## src/sv/fspv_pkg.sv

```systemverilog
// ----------------------------------------------------------------------------
// fspv_pkg: shared constants, types and tables
// Widths, register codes, queue item and state types, and the arctangent
// table for the five-step phase and visibility block.
// ----------------------------------------------------------------------------
package fspv_pkg;

  // Build-time sizing
  localparam int MAX_STEP     = 16;
  localparam int SAMPLE_BITS  = 12;
  localparam int CORDIC_ITERS = 16;

  // Tap line storage: a circular buffer holding at least 4*MAX_STEP+1 samples
  localparam int TAP_DEPTH = 4 * MAX_STEP + 1;
  localparam int TAP_AW    = $clog2(TAP_DEPTH);
  localparam int RAM_DEPTH = 2 ** TAP_AW;
  localparam int TAP_READS = 4;
  localparam int TAP_RD_W  = $clog2(TAP_READS);

  // Register fields
  localparam int STEP_W = 5;
  localparam int SINE_W = 16;
  localparam logic [SINE_W-1:0] SINE_MAX  = SINE_W'(32768);
  localparam logic [STEP_W-1:0] STEP_RESET = STEP_W'(2);
  localparam int SINE_FRAC = 14;

  // Configuration port
  localparam int CFG_AW = 3;
  localparam int CFG_DW = 32;
  localparam logic [0:0] REG_STEP_SPACING = 1'b0;
  localparam logic [0:0] REG_SINE_FACTOR  = 1'b1;

  // Datapath widths
  localparam int COUNT_W = 16;
  localparam int MAG_W   = SAMPLE_BITS + 1;   // |N| and |D|
  localparam int NUM_W   = SAMPLE_BITS + 2;   // signed N
  localparam int DEN_W   = SAMPLE_BITS + 2;   // signed D
  localparam int PROD_W  = SINE_W + SAMPLE_BITS;

  // Square root unit
  localparam int SQRT_STEPS = MAG_W + 1;
  localparam int RAD_W      = 2 * SQRT_STEPS;
  localparam int REM_W      = SQRT_STEPS + 3;
  localparam int SQ_CYCLES  = SQRT_STEPS + 2;
  localparam int SQ_CNT_W   = $clog2(SQ_CYCLES + 1);

  // CORDIC unit
  localparam int XY_W       = MAG_W + 12;
  localparam int Z_W        = 28;
  localparam int PRE_SHIFT  = 8;
  localparam int CD_CNT_W   = $clog2(CORDIC_ITERS + 1);
  localparam int ATAN_ENTRIES = 24;
  localparam int ATAN_IW    = $clog2(ATAN_ENTRIES);
  localparam logic signed [Z_W-1:0] PI_Q24 = Z_W'(52707179);
  localparam int PH_FRAC    = 12;

  // Result fields
  localparam int PHASE_W = 15;
  localparam int VIS_W   = 14;
  localparam logic [PHASE_W-1:0] PHASE_LIMIT = PHASE_W'(12868);
  localparam logic [VIS_W-1:0]   VIS_MAX     = VIS_W'(16383);

  // Two-entry queue between front and back
  localparam int QUEUE_DEPTH = 2;
  localparam int QUEUE_AW    = $clog2(QUEUE_DEPTH);
  localparam int QUEUE_CW    = $clog2(QUEUE_DEPTH + 1);

  typedef struct packed {
    logic [STEP_W-1:0] step_spacing;
    logic [SINE_W-1:0] sine_factor;
  } cfg_t;

  typedef struct packed {
    logic signed [NUM_W-1:0] num;
    logic signed [DEN_W-1:0] den;
    logic [COUNT_W-1:0]      center;
    logic                    first;
    logic                    last;
  } item_t;

  typedef enum logic [2:0] {
    F_IDLE,
    F_READ,
    F_DRAIN,
    F_DIFF,
    F_MUL,
    F_PUSH
  } front_state_t;

  typedef enum logic [1:0] {
    B_IDLE,
    B_RUN,
    B_FIN
  } back_state_t;

  // atan(2^-i) in units of 2^-24 rad
  function automatic logic signed [Z_W-1:0] atan_q24(input logic [ATAN_IW-1:0] idx);
    logic signed [Z_W-1:0] v;
    unique case (idx)
      5'd0:  v = Z_W'(13176795);
      5'd1:  v = Z_W'(7778716);
      5'd2:  v = Z_W'(4110060);
      5'd3:  v = Z_W'(2086331);
      5'd4:  v = Z_W'(1047214);
      5'd5:  v = Z_W'(524117);
      5'd6:  v = Z_W'(262123);
      5'd7:  v = Z_W'(131069);
      5'd8:  v = Z_W'(65536);
      5'd9:  v = Z_W'(32768);
      5'd10: v = Z_W'(16384);
      5'd11: v = Z_W'(8192);
      5'd12: v = Z_W'(4096);
      5'd13: v = Z_W'(2048);
      5'd14: v = Z_W'(1024);
      5'd15: v = Z_W'(512);
      5'd16: v = Z_W'(256);
      5'd17: v = Z_W'(128);
      5'd18: v = Z_W'(64);
      5'd19: v = Z_W'(32);
      5'd20: v = Z_W'(16);
      5'd21: v = Z_W'(8);
      5'd22: v = Z_W'(4);
      5'd23: v = Z_W'(2);
      default: v = '0;
    endcase
    return v;
  endfunction

endpackage

```

## src/sv/fspv_if.sv

```systemverilog
// ----------------------------------------------------------------------------
// fspv_if: stream channels
// Valid/ready channels for intensity samples and for phase results.
// ----------------------------------------------------------------------------
interface fspv_in_if;
  logic                             valid;
  logic                             ready;
  logic [fspv_pkg::SAMPLE_BITS-1:0] sample;
  logic                             last_sample;

  modport source (output valid, output sample, output last_sample, input ready);
  modport sink   (input valid, input sample, input last_sample, output ready);
endinterface

interface fspv_out_if;
  logic                                valid;
  logic                                ready;
  logic signed [fspv_pkg::PHASE_W-1:0] phase;
  logic [fspv_pkg::VIS_W-1:0]          visibility;
  logic [fspv_pkg::COUNT_W-1:0]        center_index;
  logic [fspv_pkg::COUNT_W-1:0]        peak_index;
  logic [fspv_pkg::VIS_W-1:0]          peak_visibility;
  logic                                is_last;

  modport source (output valid, output phase, output visibility, output center_index,
                  output peak_index, output peak_visibility, output is_last,
                  input ready);
  modport sink   (input valid, input phase, input visibility, input center_index,
                  input peak_index, input peak_visibility, input is_last,
                  output ready);
endinterface

```

## src/sv/fspv_ram.sv

```systemverilog
// ----------------------------------------------------------------------------
// fspv_ram: generic RAM
// One write port, one read port, registered read data.
// ----------------------------------------------------------------------------
module fspv_ram #(
  parameter int WIDTH  = 8,
  parameter int DEPTH  = 16,
  parameter int ADDR_W = $clog2(DEPTH)
) (
  input  logic              clk,
  input  logic              we,
  input  logic [ADDR_W-1:0] waddr,
  input  logic [WIDTH-1:0]  wdata,
  input  logic              re,
  input  logic [ADDR_W-1:0] raddr,
  output logic [WIDTH-1:0]  rdata
);

  logic [WIDTH-1:0] mem [DEPTH];
  logic [WIDTH-1:0] rdata_r;

  always_ff @(posedge clk) begin
    if (we) begin
      mem[waddr] <= wdata;
    end
    if (re) begin
      rdata_r <= mem[raddr];
    end
  end

  assign rdata = rdata_r;

endmodule

```

## src/sv/fspv_front.sv

```systemverilog
// ----------------------------------------------------------------------------
// fspv_front: sample intake and tap arithmetic
// Writes samples into the circular tap buffer, decides whether a result is
// due, reads the four older taps and forms N and D for the back end.
// ----------------------------------------------------------------------------
module fspv_front (
  input  logic            clk,
  input  logic            rst_n,
  fspv_in_if.sink         in_ch,
  input  fspv_pkg::cfg_t  cfg,
  output logic            q_push,
  output fspv_pkg::item_t q_item,
  input  logic            q_full
);

  fspv_pkg::front_state_t state_r, state_nxt;

  logic [fspv_pkg::COUNT_W-1:0]      count_r;
  logic [fspv_pkg::TAP_AW-1:0]       wp_r;
  logic [fspv_pkg::TAP_AW-1:0]       raddr_r;
  logic [fspv_pkg::TAP_RD_W-1:0]     rd_cnt_r;
  logic                              cap_en_r;
  logic [fspv_pkg::TAP_RD_W-1:0]     cap_idx_r;
  logic [fspv_pkg::SAMPLE_BITS-1:0]  taps_r [fspv_pkg::TAP_READS];
  logic [fspv_pkg::SAMPLE_BITS-1:0]  far_r;
  logic [fspv_pkg::STEP_W-1:0]       step_r;
  logic [fspv_pkg::SINE_W-1:0]       k_r;
  logic                              last_r;
  logic                              first_r;
  logic [fspv_pkg::COUNT_W-1:0]      center_r;
  logic [fspv_pkg::SAMPLE_BITS-1:0]  ad_r;
  logic                              dneg_r;
  logic signed [fspv_pkg::DEN_W-1:0] den_r;
  logic [fspv_pkg::PROD_W-1:0]       prod_r;

  logic [fspv_pkg::STEP_W-1:0]       s_eff;
  logic [fspv_pkg::SINE_W-1:0]       k_eff;
  logic [fspv_pkg::COUNT_W-1:0]      thr_c;
  logic [fspv_pkg::COUNT_W-1:0]      center_c;
  logic                              accept;
  logic                              produce;
  logic                              rd_en;
  logic [fspv_pkg::SAMPLE_BITS-1:0]  rd_data;
  logic signed [fspv_pkg::SAMPLE_BITS:0] d_c;
  logic [fspv_pkg::SAMPLE_BITS:0]    ad_c;
  logic signed [fspv_pkg::DEN_W-1:0] den_c;
  logic [fspv_pkg::PROD_W:0]         round_c;
  logic [fspv_pkg::MAG_W-1:0]        nm_c;

  // Clamp configuration to its legal range
  always_comb begin
    if (cfg.step_spacing == '0) begin
      s_eff = fspv_pkg::STEP_W'(1);
    end else if (cfg.step_spacing > fspv_pkg::STEP_W'(fspv_pkg::MAX_STEP)) begin
      s_eff = fspv_pkg::STEP_W'(fspv_pkg::MAX_STEP);
    end else begin
      s_eff = cfg.step_spacing;
    end
    k_eff = (cfg.sine_factor > fspv_pkg::SINE_MAX) ? fspv_pkg::SINE_MAX : cfg.sine_factor;
  end

  // Warm-up check and center position
  assign thr_c    = fspv_pkg::COUNT_W'({s_eff, 2'b00});
  assign center_c = count_r - fspv_pkg::COUNT_W'({s_eff, 1'b0});
  assign accept   = in_ch.valid && in_ch.ready;
  assign produce  = (count_r >= thr_c);

  // Sequencer
  always_comb begin
    state_nxt = state_r;
    unique case (state_r)
      fspv_pkg::F_IDLE: begin
        if (accept && produce) begin
          state_nxt = fspv_pkg::F_READ;
        end
      end
      fspv_pkg::F_READ: begin
        if (rd_cnt_r == fspv_pkg::TAP_RD_W'(fspv_pkg::TAP_READS - 1)) begin
          state_nxt = fspv_pkg::F_DRAIN;
        end
      end
      fspv_pkg::F_DRAIN: state_nxt = fspv_pkg::F_DIFF;
      fspv_pkg::F_DIFF:  state_nxt = fspv_pkg::F_MUL;
      fspv_pkg::F_MUL:   state_nxt = fspv_pkg::F_PUSH;
      fspv_pkg::F_PUSH: begin
        if (!q_full) begin
          state_nxt = fspv_pkg::F_IDLE;
        end
      end
      default: state_nxt = fspv_pkg::F_IDLE;
    endcase
  end

  assign in_ch.ready = (state_r == fspv_pkg::F_IDLE);
  assign rd_en       = (state_r == fspv_pkg::F_READ);
  assign q_push      = (state_r == fspv_pkg::F_PUSH) && !q_full;

  always_ff @(posedge clk) begin
    if (!rst_n) begin
      state_r <= fspv_pkg::F_IDLE;
    end else begin
      state_r <= state_nxt;
    end
  end

  // Tap buffer: newest sample at wp, older taps at wp - j*s
  fspv_ram #(
    .WIDTH (fspv_pkg::SAMPLE_BITS),
    .DEPTH (fspv_pkg::RAM_DEPTH)
  ) u_tap_ram (
    .clk   (clk),
    .we    (accept),
    .waddr (wp_r),
    .wdata (in_ch.sample),
    .re    (rd_en),
    .raddr (raddr_r),
    .rdata (rd_data)
  );

  // Sample count and write pointer
  always_ff @(posedge clk) begin
    if (!rst_n) begin
      count_r  <= '0;
      wp_r     <= '0;
      cap_en_r <= 1'b0;
    end else begin
      cap_en_r <= rd_en;
      if (accept) begin
        wp_r <= wp_r + 1'b1;
        if (in_ch.last_sample) begin
          count_r <= '0;
        end else if (count_r != '1) begin
          count_r <= count_r + 1'b1;
        end
      end
    end
  end

  // Tap arithmetic
  assign d_c   = $signed({1'b0, taps_r[2]}) - $signed({1'b0, taps_r[0]});
  assign ad_c  = d_c[fspv_pkg::SAMPLE_BITS] ? -d_c : d_c;
  assign den_c = $signed(fspv_pkg::DEN_W'({taps_r[1], 1'b0})
                         - fspv_pkg::DEN_W'(far_r)
                         - fspv_pkg::DEN_W'(taps_r[3]));

  // Per-request capture and datapath registers
  always_ff @(posedge clk) begin
    if (accept) begin
      far_r    <= in_ch.sample;
      step_r   <= s_eff;
      k_r      <= k_eff;
      last_r   <= in_ch.last_sample;
      first_r  <= (count_r == thr_c);
      center_r <= center_c;
      raddr_r  <= wp_r - fspv_pkg::TAP_AW'(s_eff);
      rd_cnt_r <= '0;
    end else if (rd_en) begin
      raddr_r  <= raddr_r - fspv_pkg::TAP_AW'(step_r);
      rd_cnt_r <= rd_cnt_r + 1'b1;
    end
    cap_idx_r <= rd_cnt_r;
    if (cap_en_r) begin
      taps_r[cap_idx_r] <= rd_data;
    end
    if (state_r == fspv_pkg::F_DIFF) begin
      ad_r   <= ad_c[fspv_pkg::SAMPLE_BITS-1:0];
      dneg_r <= d_c[fspv_pkg::SAMPLE_BITS];
      den_r  <= den_c;
    end
    if (state_r == fspv_pkg::F_MUL) begin
      prod_r <= k_r * ad_r;
    end
  end

  // k*|d| rounded half away from zero, sign restored
  assign round_c = (fspv_pkg::PROD_W + 1)'(prod_r)
                 + (fspv_pkg::PROD_W + 1)'(1 << (fspv_pkg::SINE_FRAC - 1));
  assign nm_c    = round_c[fspv_pkg::SINE_FRAC +: fspv_pkg::MAG_W];

  always_comb begin
    q_item.num    = dneg_r ? -$signed(fspv_pkg::NUM_W'(nm_c))
                           :  $signed(fspv_pkg::NUM_W'(nm_c));
    q_item.den    = den_r;
    q_item.center = center_r;
    q_item.first  = first_r;
    q_item.last   = last_r;
  end

`ifndef SYNTHESIS
  // A request that owes a result blocks intake until its taps are read
  a_busy_after_produce: assert property (@(posedge clk) disable iff (!rst_n)
    (accept && produce) |=> !in_ch.ready)
    else $error("front accepted while tap reads pending");
`endif

endmodule

```

## src/sv/fspv_queue.sv

```systemverilog
// ----------------------------------------------------------------------------
// fspv_queue: front-to-back queue
// Short register queue carrying N, D and bookkeeping to the back end.
// ----------------------------------------------------------------------------
module fspv_queue (
  input  logic            clk,
  input  logic            rst_n,
  input  logic            push,
  input  fspv_pkg::item_t push_item,
  output logic            full,
  input  logic            pop,
  output fspv_pkg::item_t head,
  output logic            empty
);

  fspv_pkg::item_t                mem_r [fspv_pkg::QUEUE_DEPTH];
  logic [fspv_pkg::QUEUE_AW-1:0]  wptr_r;
  logic [fspv_pkg::QUEUE_AW-1:0]  rptr_r;
  logic [fspv_pkg::QUEUE_CW-1:0]  fill_r;

  assign full  = (fill_r == fspv_pkg::QUEUE_CW'(fspv_pkg::QUEUE_DEPTH));
  assign empty = (fill_r == '0);
  assign head  = mem_r[rptr_r];

  // Pointers and fill level
  always_ff @(posedge clk) begin
    if (!rst_n) begin
      wptr_r <= '0;
      rptr_r <= '0;
      fill_r <= '0;
    end else begin
      if (push) begin
        wptr_r <= (wptr_r == fspv_pkg::QUEUE_AW'(fspv_pkg::QUEUE_DEPTH - 1)) ? '0
                                                                              : wptr_r + 1'b1;
      end
      if (pop) begin
        rptr_r <= (rptr_r == fspv_pkg::QUEUE_AW'(fspv_pkg::QUEUE_DEPTH - 1)) ? '0
                                                                              : rptr_r + 1'b1;
      end
      if (push && !pop) begin
        fill_r <= fill_r + 1'b1;
      end else if (pop && !push) begin
        fill_r <= fill_r - 1'b1;
      end
    end
  end

  // Entry storage
  always_ff @(posedge clk) begin
    if (push) begin
      mem_r[wptr_r] <= push_item;
    end
  end

`ifndef SYNTHESIS
  a_no_overflow: assert property (@(posedge clk) disable iff (!rst_n)
    !(push && full))
    else $error("queue overflow");
`endif

endmodule

```

## src/sv/fspv_back.sv

```systemverilog
// ----------------------------------------------------------------------------
// fspv_back: phase and visibility engine
// CORDIC vectoring for atan2(N, D) in parallel with a digit-serial square
// root of N^2 + D^2, peak tracking and the result register.
// ----------------------------------------------------------------------------
module fspv_back (
  input  logic            clk,
  input  logic            rst_n,
  input  logic            q_empty,
  input  fspv_pkg::item_t q_head,
  output logic            q_pop,
  fspv_out_if.source      out_ch
);

  fspv_pkg::back_state_t state_r, state_nxt;

  logic signed [fspv_pkg::XY_W-1:0]  x_r;
  logic signed [fspv_pkg::XY_W-1:0]  y_r;
  logic signed [fspv_pkg::Z_W-1:0]   z_r;
  logic                              zero_r;
  logic signed [fspv_pkg::DEN_W-1:0] den_r;
  logic [fspv_pkg::COUNT_W-1:0]      center_r;
  logic                              first_r;
  logic                              last_r;
  logic [fspv_pkg::CD_CNT_W-1:0]     cd_cnt_r;
  logic [fspv_pkg::SQ_CNT_W-1:0]     sq_cnt_r;
  logic [2*fspv_pkg::MAG_W-1:0]      nsq_r;
  logic [2*fspv_pkg::MAG_W-1:0]      dsq_r;
  logic [fspv_pkg::RAD_W-1:0]        rad_r;
  logic [fspv_pkg::SQRT_STEPS-1:0]   root_r;
  logic [fspv_pkg::REM_W-1:0]        rem_r;

  logic                              out_valid_r;
  logic signed [fspv_pkg::PHASE_W-1:0] phase_r;
  logic [fspv_pkg::VIS_W-1:0]        vis_r;
  logic [fspv_pkg::COUNT_W-1:0]      center_out_r;
  logic [fspv_pkg::COUNT_W-1:0]      best_idx_r;
  logic [fspv_pkg::VIS_W-1:0]        best_vis_r;
  logic                              is_last_r;

  logic                              cd_done;
  logic                              sq_done;
  logic                              load;
  logic                              head_dneg;
  logic [fspv_pkg::MAG_W-1:0]        head_nmag;
  logic [fspv_pkg::MAG_W-1:0]        dmag_c;
  logic signed [fspv_pkg::XY_W-1:0]  x_init;
  logic signed [fspv_pkg::XY_W-1:0]  y_init;
  logic signed [fspv_pkg::Z_W-1:0]   z_init;
  logic signed [fspv_pkg::XY_W-1:0]  x_sh;
  logic signed [fspv_pkg::XY_W-1:0]  y_sh;
  logic signed [fspv_pkg::Z_W-1:0]   atan_c;
  logic [fspv_pkg::REM_W-1:0]        cand_c;
  logic [fspv_pkg::REM_W-1:0]        trial_c;
  logic [fspv_pkg::Z_W-1:0]          z_abs;
  logic [fspv_pkg::Z_W:0]            z_rnd;
  logic [fspv_pkg::Z_W-fspv_pkg::PH_FRAC:0] ph_q;
  logic [fspv_pkg::PHASE_W-1:0]      ph_mag;
  logic signed [fspv_pkg::PHASE_W-1:0] phase_c;
  logic [fspv_pkg::SQRT_STEPS:0]     vis_rnd;
  logic [fspv_pkg::VIS_W-1:0]        vis_c;
  logic                              new_best;

  assign cd_done = (cd_cnt_r == fspv_pkg::CD_CNT_W'(fspv_pkg::CORDIC_ITERS));
  assign sq_done = (sq_cnt_r == fspv_pkg::SQ_CNT_W'(fspv_pkg::SQ_CYCLES));

  // Sequencer
  always_comb begin
    state_nxt = state_r;
    q_pop     = 1'b0;
    load      = 1'b0;
    unique case (state_r)
      fspv_pkg::B_IDLE: begin
        if (!q_empty) begin
          q_pop     = 1'b1;
          state_nxt = fspv_pkg::B_RUN;
        end
      end
      fspv_pkg::B_RUN: begin
        if (cd_done && sq_done) begin
          state_nxt = fspv_pkg::B_FIN;
        end
      end
      fspv_pkg::B_FIN: begin
        if (!out_valid_r || out_ch.ready) begin
          load      = 1'b1;
          state_nxt = fspv_pkg::B_IDLE;
        end
      end
      default: state_nxt = fspv_pkg::B_IDLE;
    endcase
  end

  always_ff @(posedge clk) begin
    if (!rst_n) begin
      state_r <= fspv_pkg::B_IDLE;
    end else begin
      state_r <= state_nxt;
    end
  end

  // Starting vector: left half-plane is folded over with a +/-pi offset
  assign head_dneg = q_head.den[fspv_pkg::DEN_W-1];
  assign head_nmag = q_head.num[fspv_pkg::NUM_W-1]
                   ? fspv_pkg::MAG_W'(-q_head.num) : fspv_pkg::MAG_W'(q_head.num);
  assign dmag_c    = den_r[fspv_pkg::DEN_W-1]
                   ? fspv_pkg::MAG_W'(-den_r) : fspv_pkg::MAG_W'(den_r);

  always_comb begin
    x_init = fspv_pkg::XY_W'(q_head.den) <<< fspv_pkg::PRE_SHIFT;
    y_init = fspv_pkg::XY_W'(q_head.num) <<< fspv_pkg::PRE_SHIFT;
    z_init = '0;
    if (head_dneg) begin
      x_init = -x_init;
      y_init = -y_init;
      z_init = q_head.num[fspv_pkg::NUM_W-1] ? -fspv_pkg::PI_Q24 : fspv_pkg::PI_Q24;
    end
  end

  // One CORDIC micro-rotation per cycle
  assign x_sh   = x_r >>> cd_cnt_r;
  assign y_sh   = y_r >>> cd_cnt_r;
  assign atan_c = fspv_pkg::atan_q24(fspv_pkg::ATAN_IW'(cd_cnt_r));

  // One root bit per cycle
  assign cand_c  = {rem_r[fspv_pkg::REM_W-3:0], rad_r[fspv_pkg::RAD_W-1 -: 2]};
  assign trial_c = fspv_pkg::REM_W'({root_r, 2'b01});

  // Iteration counters
  always_ff @(posedge clk) begin
    if (!rst_n) begin
      cd_cnt_r <= '0;
      sq_cnt_r <= '0;
    end else if (q_pop) begin
      cd_cnt_r <= '0;
      sq_cnt_r <= '0;
    end else if (state_r == fspv_pkg::B_RUN) begin
      if (!cd_done) begin
        cd_cnt_r <= cd_cnt_r + 1'b1;
      end
      if (!sq_done) begin
        sq_cnt_r <= sq_cnt_r + 1'b1;
      end
    end
  end

  // Vector, angle and root datapath
  always_ff @(posedge clk) begin
    if (q_pop) begin
      x_r      <= x_init;
      y_r      <= y_init;
      z_r      <= z_init;
      zero_r   <= (q_head.num == '0) && (q_head.den == '0);
      den_r    <= q_head.den;
      center_r <= q_head.center;
      first_r  <= q_head.first;
      last_r   <= q_head.last;
      nsq_r    <= head_nmag * head_nmag;
    end else if (state_r == fspv_pkg::B_RUN) begin
      if (!cd_done) begin
        if (!y_r[fspv_pkg::XY_W-1]) begin
          x_r <= x_r + y_sh;
          y_r <= y_r - x_sh;
          z_r <= z_r + atan_c;
        end else begin
          x_r <= x_r - y_sh;
          y_r <= y_r + x_sh;
          z_r <= z_r - atan_c;
        end
      end
      if (sq_cnt_r == '0) begin
        dsq_r <= dmag_c * dmag_c;
      end else if (sq_cnt_r == fspv_pkg::SQ_CNT_W'(1)) begin
        rad_r  <= fspv_pkg::RAD_W'(nsq_r) + fspv_pkg::RAD_W'(dsq_r);
        root_r <= '0;
        rem_r  <= '0;
      end else if (!sq_done) begin
        rad_r <= rad_r << 2;
        if (cand_c >= trial_c) begin
          rem_r  <= cand_c - trial_c;
          root_r <= {root_r[fspv_pkg::SQRT_STEPS-2:0], 1'b1};
        end else begin
          rem_r  <= cand_c;
          root_r <= {root_r[fspv_pkg::SQRT_STEPS-2:0], 1'b0};
        end
      end
    end
  end

  // Phase: round angle to Q3.12, clamp to +/-pi
  always_comb begin
    z_abs  = z_r[fspv_pkg::Z_W-1] ? fspv_pkg::Z_W'(-z_r) : fspv_pkg::Z_W'(z_r);
    z_rnd  = (fspv_pkg::Z_W + 1)'(z_abs) + (fspv_pkg::Z_W + 1)'(1 << (fspv_pkg::PH_FRAC - 1));
    ph_q   = z_rnd[fspv_pkg::Z_W:fspv_pkg::PH_FRAC];
    ph_mag = (ph_q > (fspv_pkg::Z_W - fspv_pkg::PH_FRAC + 1)'(fspv_pkg::PHASE_LIMIT))
           ? fspv_pkg::PHASE_LIMIT : fspv_pkg::PHASE_W'(ph_q);
    if (zero_r) begin
      phase_c = '0;
    end else if (z_r[fspv_pkg::Z_W-1]) begin
      phase_c = -$signed(ph_mag);
    end else begin
      phase_c = $signed(ph_mag);
    end
  end

  // Visibility: round root to nearest, saturate
  assign vis_rnd  = (fspv_pkg::SQRT_STEPS + 1)'(root_r)
                  + (fspv_pkg::SQRT_STEPS + 1)'(rem_r > fspv_pkg::REM_W'(root_r));
  assign vis_c    = (vis_rnd > (fspv_pkg::SQRT_STEPS + 1)'(fspv_pkg::VIS_MAX))
                  ? fspv_pkg::VIS_MAX : fspv_pkg::VIS_W'(vis_rnd);
  assign new_best = first_r || (vis_c > best_vis_r);

  // Peak tracker and result valid
  always_ff @(posedge clk) begin
    if (!rst_n) begin
      out_valid_r <= 1'b0;
      best_vis_r  <= '0;
      best_idx_r  <= '0;
    end else begin
      if (load) begin
        out_valid_r <= 1'b1;
        if (new_best) begin
          best_vis_r <= vis_c;
          best_idx_r <= center_r;
        end
      end else if (out_ch.ready) begin
        out_valid_r <= 1'b0;
      end
    end
  end

  // Result payload
  always_ff @(posedge clk) begin
    if (load) begin
      phase_r      <= phase_c;
      vis_r        <= vis_c;
      center_out_r <= center_r;
      is_last_r    <= last_r;
    end
  end

  assign out_ch.valid           = out_valid_r;
  assign out_ch.phase           = phase_r;
  assign out_ch.visibility      = vis_r;
  assign out_ch.center_index    = center_out_r;
  assign out_ch.peak_index      = best_idx_r;
  assign out_ch.peak_visibility = best_vis_r;
  assign out_ch.is_last         = is_last_r;

`ifndef SYNTHESIS
  a_peak_covers_result: assert property (@(posedge clk) disable iff (!rst_n)
    out_valid_r |-> (best_vis_r >= vis_r))
    else $error("peak visibility below current result");

  a_fin_after_both_units: assert property (@(posedge clk) disable iff (!rst_n)
    (state_r == fspv_pkg::B_FIN) |-> (cd_done && sq_done))
    else $error("result formed before CORDIC and root finished");
`endif

endmodule

```

## src/sv/five_step_phase_visibility_top.sv

```systemverilog
// ----------------------------------------------------------------------------
// five_step_phase_visibility_top: five-step phase and visibility extractor
// Takes one pixel's intensity samples through a focus scan, returns wrapped
// phase, fringe visibility and the running visibility peak.
//
//   channel  | kind          | payload
//   ---------+---------------+--------------------------------------------
//   in_ch    | valid/ready   | sample[11:0], last_sample
//   out_ch   | valid/ready   | phase[14:0], visibility[13:0], center_index,
//            |               | peak_index, peak_visibility, is_last
//   cfg_*    | APB write/read| 0x0 step_spacing[4:0], 0x4 sine_factor[15:0]
//
// A sample that yields no result is taken while the front is idle. A sample
// that yields a result holds intake through four tap RAM reads, difference,
// multiply and the queue push; the back end runs 16 CORDIC iterations per
// result, the square root alongside, before it pops the next queue entry.
// Reset needs no clearing pass: the sample count guards every tap read.
// A waiting result sits in the output register; the two-entry queue lets the
// front keep taking samples while the back end or the sink stalls.
// ----------------------------------------------------------------------------
module five_step_phase_visibility_top (
  input  logic                          clk,
  input  logic                          rst_n,
  fspv_in_if.sink                       in_ch,
  fspv_out_if.source                    out_ch,
  input  logic                          cfg_psel,
  input  logic                          cfg_penable,
  input  logic                          cfg_pwrite,
  input  logic [fspv_pkg::CFG_AW-1:0]   cfg_paddr,
  input  logic [fspv_pkg::CFG_DW-1:0]   cfg_pwdata,
  output logic [fspv_pkg::CFG_DW-1:0]   cfg_prdata,
  output logic                          cfg_pready
);

  logic [fspv_pkg::STEP_W-1:0] step_r;
  logic [fspv_pkg::SINE_W-1:0] sine_r;
  fspv_pkg::cfg_t              cfg;
  logic                        cfg_wr;

  logic                        q_push;
  logic                        q_pop;
  logic                        q_full;
  logic                        q_empty;
  fspv_pkg::item_t             q_push_item;
  fspv_pkg::item_t             q_head;

  // Register file
  assign cfg_pready = 1'b1;
  assign cfg_wr     = cfg_psel && cfg_penable && cfg_pwrite;

  always_ff @(posedge clk) begin
    if (!rst_n) begin
      step_r <= fspv_pkg::STEP_RESET;
      sine_r <= fspv_pkg::SINE_MAX;
    end else if (cfg_wr) begin
      unique case (cfg_paddr[2])
        fspv_pkg::REG_STEP_SPACING: step_r <= cfg_pwdata[fspv_pkg::STEP_W-1:0];
        fspv_pkg::REG_SINE_FACTOR:  sine_r <= cfg_pwdata[fspv_pkg::SINE_W-1:0];
        default: ;
      endcase
    end
  end

  always_comb begin
    unique case (cfg_paddr[2])
      fspv_pkg::REG_STEP_SPACING: cfg_prdata = fspv_pkg::CFG_DW'(step_r);
      fspv_pkg::REG_SINE_FACTOR:  cfg_prdata = fspv_pkg::CFG_DW'(sine_r);
      default:                    cfg_prdata = '0;
    endcase
  end

  assign cfg.step_spacing = step_r;
  assign cfg.sine_factor  = sine_r;

  fspv_front u_front (
    .clk    (clk),
    .rst_n  (rst_n),
    .in_ch  (in_ch),
    .cfg    (cfg),
    .q_push (q_push),
    .q_item (q_push_item),
    .q_full (q_full)
  );

  fspv_queue u_queue (
    .clk       (clk),
    .rst_n     (rst_n),
    .push      (q_push),
    .push_item (q_push_item),
    .full      (q_full),
    .pop       (q_pop),
    .head      (q_head),
    .empty     (q_empty)
  );

  fspv_back u_back (
    .clk     (clk),
    .rst_n   (rst_n),
    .q_empty (q_empty),
    .q_head  (q_head),
    .q_pop   (q_pop),
    .out_ch  (out_ch)
  );

endmodule
```

## src/flat_wrapper.sv

```systemverilog
// flat-port wrapper written by rule: the top's interface ports become plain ports
module five_step_phase_visibility_top_flat 
  (clk, rst_n, cfg_psel, cfg_penable, cfg_pwrite, cfg_paddr, cfg_pwdata, cfg_prdata, cfg_pready, in_ch_valid, in_ch_sample, in_ch_last_sample, in_ch_ready, out_ch_valid, out_ch_phase, out_ch_visibility, out_ch_center_index, out_ch_peak_index, out_ch_peak_visibility, out_ch_is_last, out_ch_ready);
  fspv_in_if in_ch_i ();
  fspv_out_if out_ch_i ();
  input  logic clk;
  input  logic rst_n;
  input  logic cfg_psel;
  input  logic cfg_penable;
  input  logic cfg_pwrite;
  input  logic [fspv_pkg::CFG_AW-1:0] cfg_paddr;
  input  logic [fspv_pkg::CFG_DW-1:0] cfg_pwdata;
  output logic [fspv_pkg::CFG_DW-1:0] cfg_prdata;
  output logic cfg_pready;
  input wire logic [$bits(in_ch_i.valid)-1:0] in_ch_valid;
  input wire logic [$bits(in_ch_i.sample)-1:0] in_ch_sample;
  input wire logic [$bits(in_ch_i.last_sample)-1:0] in_ch_last_sample;
  output wire logic [$bits(in_ch_i.ready)-1:0] in_ch_ready;
  output wire logic [$bits(out_ch_i.valid)-1:0] out_ch_valid;
  output wire logic [$bits(out_ch_i.phase)-1:0] out_ch_phase;
  output wire logic [$bits(out_ch_i.visibility)-1:0] out_ch_visibility;
  output wire logic [$bits(out_ch_i.center_index)-1:0] out_ch_center_index;
  output wire logic [$bits(out_ch_i.peak_index)-1:0] out_ch_peak_index;
  output wire logic [$bits(out_ch_i.peak_visibility)-1:0] out_ch_peak_visibility;
  output wire logic [$bits(out_ch_i.is_last)-1:0] out_ch_is_last;
  input wire logic [$bits(out_ch_i.ready)-1:0] out_ch_ready;
  assign in_ch_i.valid = in_ch_valid;
  assign in_ch_i.sample = in_ch_sample;
  assign in_ch_i.last_sample = in_ch_last_sample;
  assign in_ch_ready = in_ch_i.ready;
  assign out_ch_valid = out_ch_i.valid;
  assign out_ch_phase = out_ch_i.phase;
  assign out_ch_visibility = out_ch_i.visibility;
  assign out_ch_center_index = out_ch_i.center_index;
  assign out_ch_peak_index = out_ch_i.peak_index;
  assign out_ch_peak_visibility = out_ch_i.peak_visibility;
  assign out_ch_is_last = out_ch_i.is_last;
  assign out_ch_i.ready = out_ch_ready;
  five_step_phase_visibility_top u_core (.clk(clk), .rst_n(rst_n), .in_ch(in_ch_i), .out_ch(out_ch_i), .cfg_psel(cfg_psel), .cfg_penable(cfg_penable), .cfg_pwrite(cfg_pwrite), .cfg_paddr(cfg_paddr), .cfg_pwdata(cfg_pwdata), .cfg_prdata(cfg_prdata), .cfg_pready(cfg_pready));
endmodule
```

## config.mk

```make
export PLATFORM = sky130hd
export DESIGN_NAME = five_step_phase_visibility_top_flat
export DESIGN_NICKNAME = d
export VERILOG_FILES = /design/src/sv/fspv_pkg.sv /design/src/sv/fspv_if.sv /design/src/sv/fspv_ram.sv /design/src/sv/fspv_front.sv /design/src/sv/fspv_queue.sv /design/src/sv/fspv_back.sv /design/src/sv/five_step_phase_visibility_top.sv /design/src/flat_wrapper.sv
export SDC_FILE = /design/constraint.sdc
export NUM_CORES = 2
export LEC_CHECK = 0
export BUFFER_PORTS_ARGS = -buffer_cell sky130_fd_sc_hd__buf_2
export CAP_MARGIN = 40
export CORE_MARGIN = 2
export CORE_UTILIZATION = 55
export DETAILED_ROUTE_END_ITERATION = 16
export PLACE_DENSITY = 0.75
export REMOVE_ABC_BUFFERS = 1
export SYNTH_ARGS = -nofsm -noshare
export SYNTH_HDL_FRONTEND = slang
export SYNTH_SLANG_ARGS = --single-unit
export TNS_END_PERCENT = 100
```

## constraint.sdc

```tcl
create_clock -name clk -period 24.1 [get_ports clk]
set_input_delay 3.615 -clock clk [delete_from_list [all_inputs] [get_ports clk]]
set_output_delay 3.615 -clock clk [all_outputs]
set_load 0.05 [all_outputs]
```

==> out/results.tsv <==
stage	metric	value	unit
clock_network	numClockSinks	2177	
finish	finalNonFillerCells	10800	
clock_network	htree_levels	4	
placement	place_congestion	0.915	
clock_network	cts_repair_resize_count	0	
global_route	grt_usage	0.261	
clock_network	cts_setup_buffers	0	
sta	relSlewSlack	0.324	
floorplan	core_area	202000	um2
floorplan	start_util	0.553	
global_route	grt_pass1_vias	67500	
routing	drt_iter0_drc	6956	
routing	route.met3.wl	20100	um
global_route	antenna_found_initial	6	
placement	port_buffers	130	
yosys	synth_most_common_cell	edfxtp_1	
clock_network	cts_root_buf	clkbuf_16	
sta	slew_violations	0	
placement	dp_cells	10400	
yosys	yosysTopAreaCell	edfxtp_1	
setup_path	crit_path_max_fanout	47	
yosys	yosysWarnings	0	
yosys	synth_common_cells	2053 x edfxtp_1, 669 x inv_1, 564 x mux4_2	
run	max-cap-violations	0	
finish	drive_gt1_frac	0.167	
status	status	finished clean	
sta	setup_viol	0	
yosys	syn_area	112000	um2
sta	worst_pin_slew	1010	ps
clock_network	cts_inserted_buffers	209	
clock_network	cts.clk_slew.worst_paths	60	ps
sta	clock_skew	89.6	ps
min_path	hold_path_class	flop to flop	
floorplan	die_w	455	um
global_route	grt_pass1_wl	411000	um
clock_network	cts_tree	built	
routing	drc_errors	0	
placement	place.detailed.hpwl	173000	um
yosys	ys_dominant_reg_cell	edfxtp_1	
floorplan	dieArea	207000	um2
routing	met1_length	102000	um
routing	met2_length	136000	um
finish	area_growth	10.7	%
floorplan	io_pins	166	
setup_path	cp_data_arrival_time	9520	ps
sta	fin_crit_sh	0.370	
routing	maxUsedRoutingLayer	met5	
min_path	hold_path_depth	0	
yosys	syn_inst	7715	
floorplan	die_h	455	um
sta	fin_crit	8920	ps
clock_network	cts_hold_buf	0	
sta	tns	0	ps
setup_path	crit_type	flop to flop	
yosys	async_flop_share	0	
clock_network	ctsLongestPathBuffers	3	
floorplan	row_count	165	
sta	max_freq	112	MHz
setup_path	cp-end-kind	flop	
routing	routedWlPerCell	24.8	um
setup_path	critPathSlowestCell	xnor2_1	
yosys	synth.top_cell.area_share	0.552	
sta	hold_violations	0	
routing	firstDrtPassIters	6	
routing	detail-route-antenna-nets	0	
setup_path	crit_top_cell	fa_1	
yosys	seq_area_frac_synth	0.574	
yosys	ys_seq_elements	2177	
clock_network	clock_latency	890	ps
yosys	ys_types	93	
yosys	synth_area_leaders	edfxtp_1 55%, mux4_2 11%, fa_1 6.3%	
yosys	synth.avg_cell_area	14.5	um2
routing	vias_per_cell	6.13	
placement	placed_cell_area	117000	um2
setup_path	crit_path_start_kind	flop	
setup_path	max_stage_delay	670	ps
global_route	grt-ovfl-total	0	
routing	num_vias	66500	
finish	fin_nets	8786	
yosys	synth_edf_count	2053	
sta	rsz0062_at_grt	false	
routing	drt-total-wl	268000	um
setup_path	worstPathRequired	24700	ps
global_route	grt_max_degree	137	
finish	fin_area	124000	um2
setup_path	r2r_cells	30	
## state kept, by name, summed over array words and instances (netlist names), 17 cells and up, named ones only
name                          count
u_core.u_back.y_r                25
u_core.u_back.atan_c             24
u_core.u_back.rem_r              17
u_core.u_back.nsq_r              25
u_core.u_back.x_r                25
u_core.u_front.u_tap_ram.mem   1536
u_core.u_back.z_r                28
u_core.u_front.taps_r            48
u_core.u_queue.mem_r             92
u_core.u_back.rad_r              28
u_core.u_back.dsq_r              25
## through the flow
stage	setup slack, ps	hold WS [ps]	util
after floorplan	7280	354	-
after global placement	15240	361	0.571
after detailed placement	15210	369	0.577
after CTS	15150	377	0.612
after global routing	14540	387	0.612
final	15180	377	0.612
## cells in the final DEF (no fill, tap or decap), drive strengths merged, types with 124 or more instances in the layout
| master | netlist | layout |
|---|---|---|
| fa | 353 | 353 |
| o21ai | 226 | 226 |
| xnor2 | 258 | 258 |
| edfxtp | 2053 | 2053 |
| clkbuf | 243 | 250 |
| xor2 | 142 | 142 |
| ha | 395 | 395 |
| inv | 671 | 681 |
| buf | 83 | 366 |
| dfxtp | 124 | 124 |
| nand2 | 553 | 553 |
| mux4 | 564 | 564 |
| a21oi | 256 | 256 |
| nor2 | 560 | 560 |
## final timing paths
| check | start | to | slack (ps) |
|---|---|---|---|
| worst max-delay path | flop | u_core.u_back.nsq_r[25]$_DFFE_PP_ | 15180 |
| worst min-delay path | u_core.u_front.rd_cnt_r[1]$_SDFFE_PP0P_ | u_core.u_front.cap_idx_r[1]$_DFF_P_ | 380 |
| worst max register to register | flop | u_core.u_back.nsq_r[25]$_DFFE_PP_ | 15180 |
| worst min register to register | u_core.u_front.rd_cnt_r[1]$_SDFFE_PP0P_ | u_core.u_front.cap_idx_r[1]$_DFF_P_ | 380 |
## logic make-up (layout without fill, tap and decap cells)
family | Yosys count | after routing | share of synthesized area
adder cells (fa/ha/maj) | 748 | 748 | 0.108
buffers and inverters | 1011 | 1439 | 0.0349
flip-flops | 2177 | 2177 | 0.574
XOR/XNOR | 400 | 400 | 0.0314
AND/OR/NAND/NOR | 1767 | 1767 | 0.0734
multiplexers | 703 | 703 | 0.127
AO/OA/AOI/OAI | 907 | 907 | 0.0517
other | 2 | 23 | 0.0000672
## layout make-up
| cell class | instances | area, um2 |
|---|---|---|
| fill | 14400 | 78400 |
| sequential | 2177 | 64100 |
| multi-input combinational | 4544 | 43800 |
| clock buffer | 250 | 5410 |
| tap | 2672 | 3340 |
| timing repair buffer | 366 | 2800 |
| inverter | 685 | 2570 |
| clock inverter | 138 | 1620 |
| antenna | 4 | 10.0 |
## metal layers
metal / track usage / up-vias
li1: - / 29100
met4: 0.101 / 4
met3: 0.0389 / 581
met2: 0.444 / 3057
met1: 0.339 / 33800
met5: 0 / -
## critical path, delay by kind of cell (launching register included)
family                   cells  cell delay, ps
multiplexers                 1             180
flip-flops                   1             310
buffers and inverters        7            1600
AND/OR/NAND/NOR              8            1320
AO/OA/AOI/OAI                5            1250
XOR/XNOR                     2             800
adder cells (fa/ha/maj)      7            3160
Power is not shown: default switching activity piles up to over one toggle a cycle in this logic, so the estimate is an artifact.
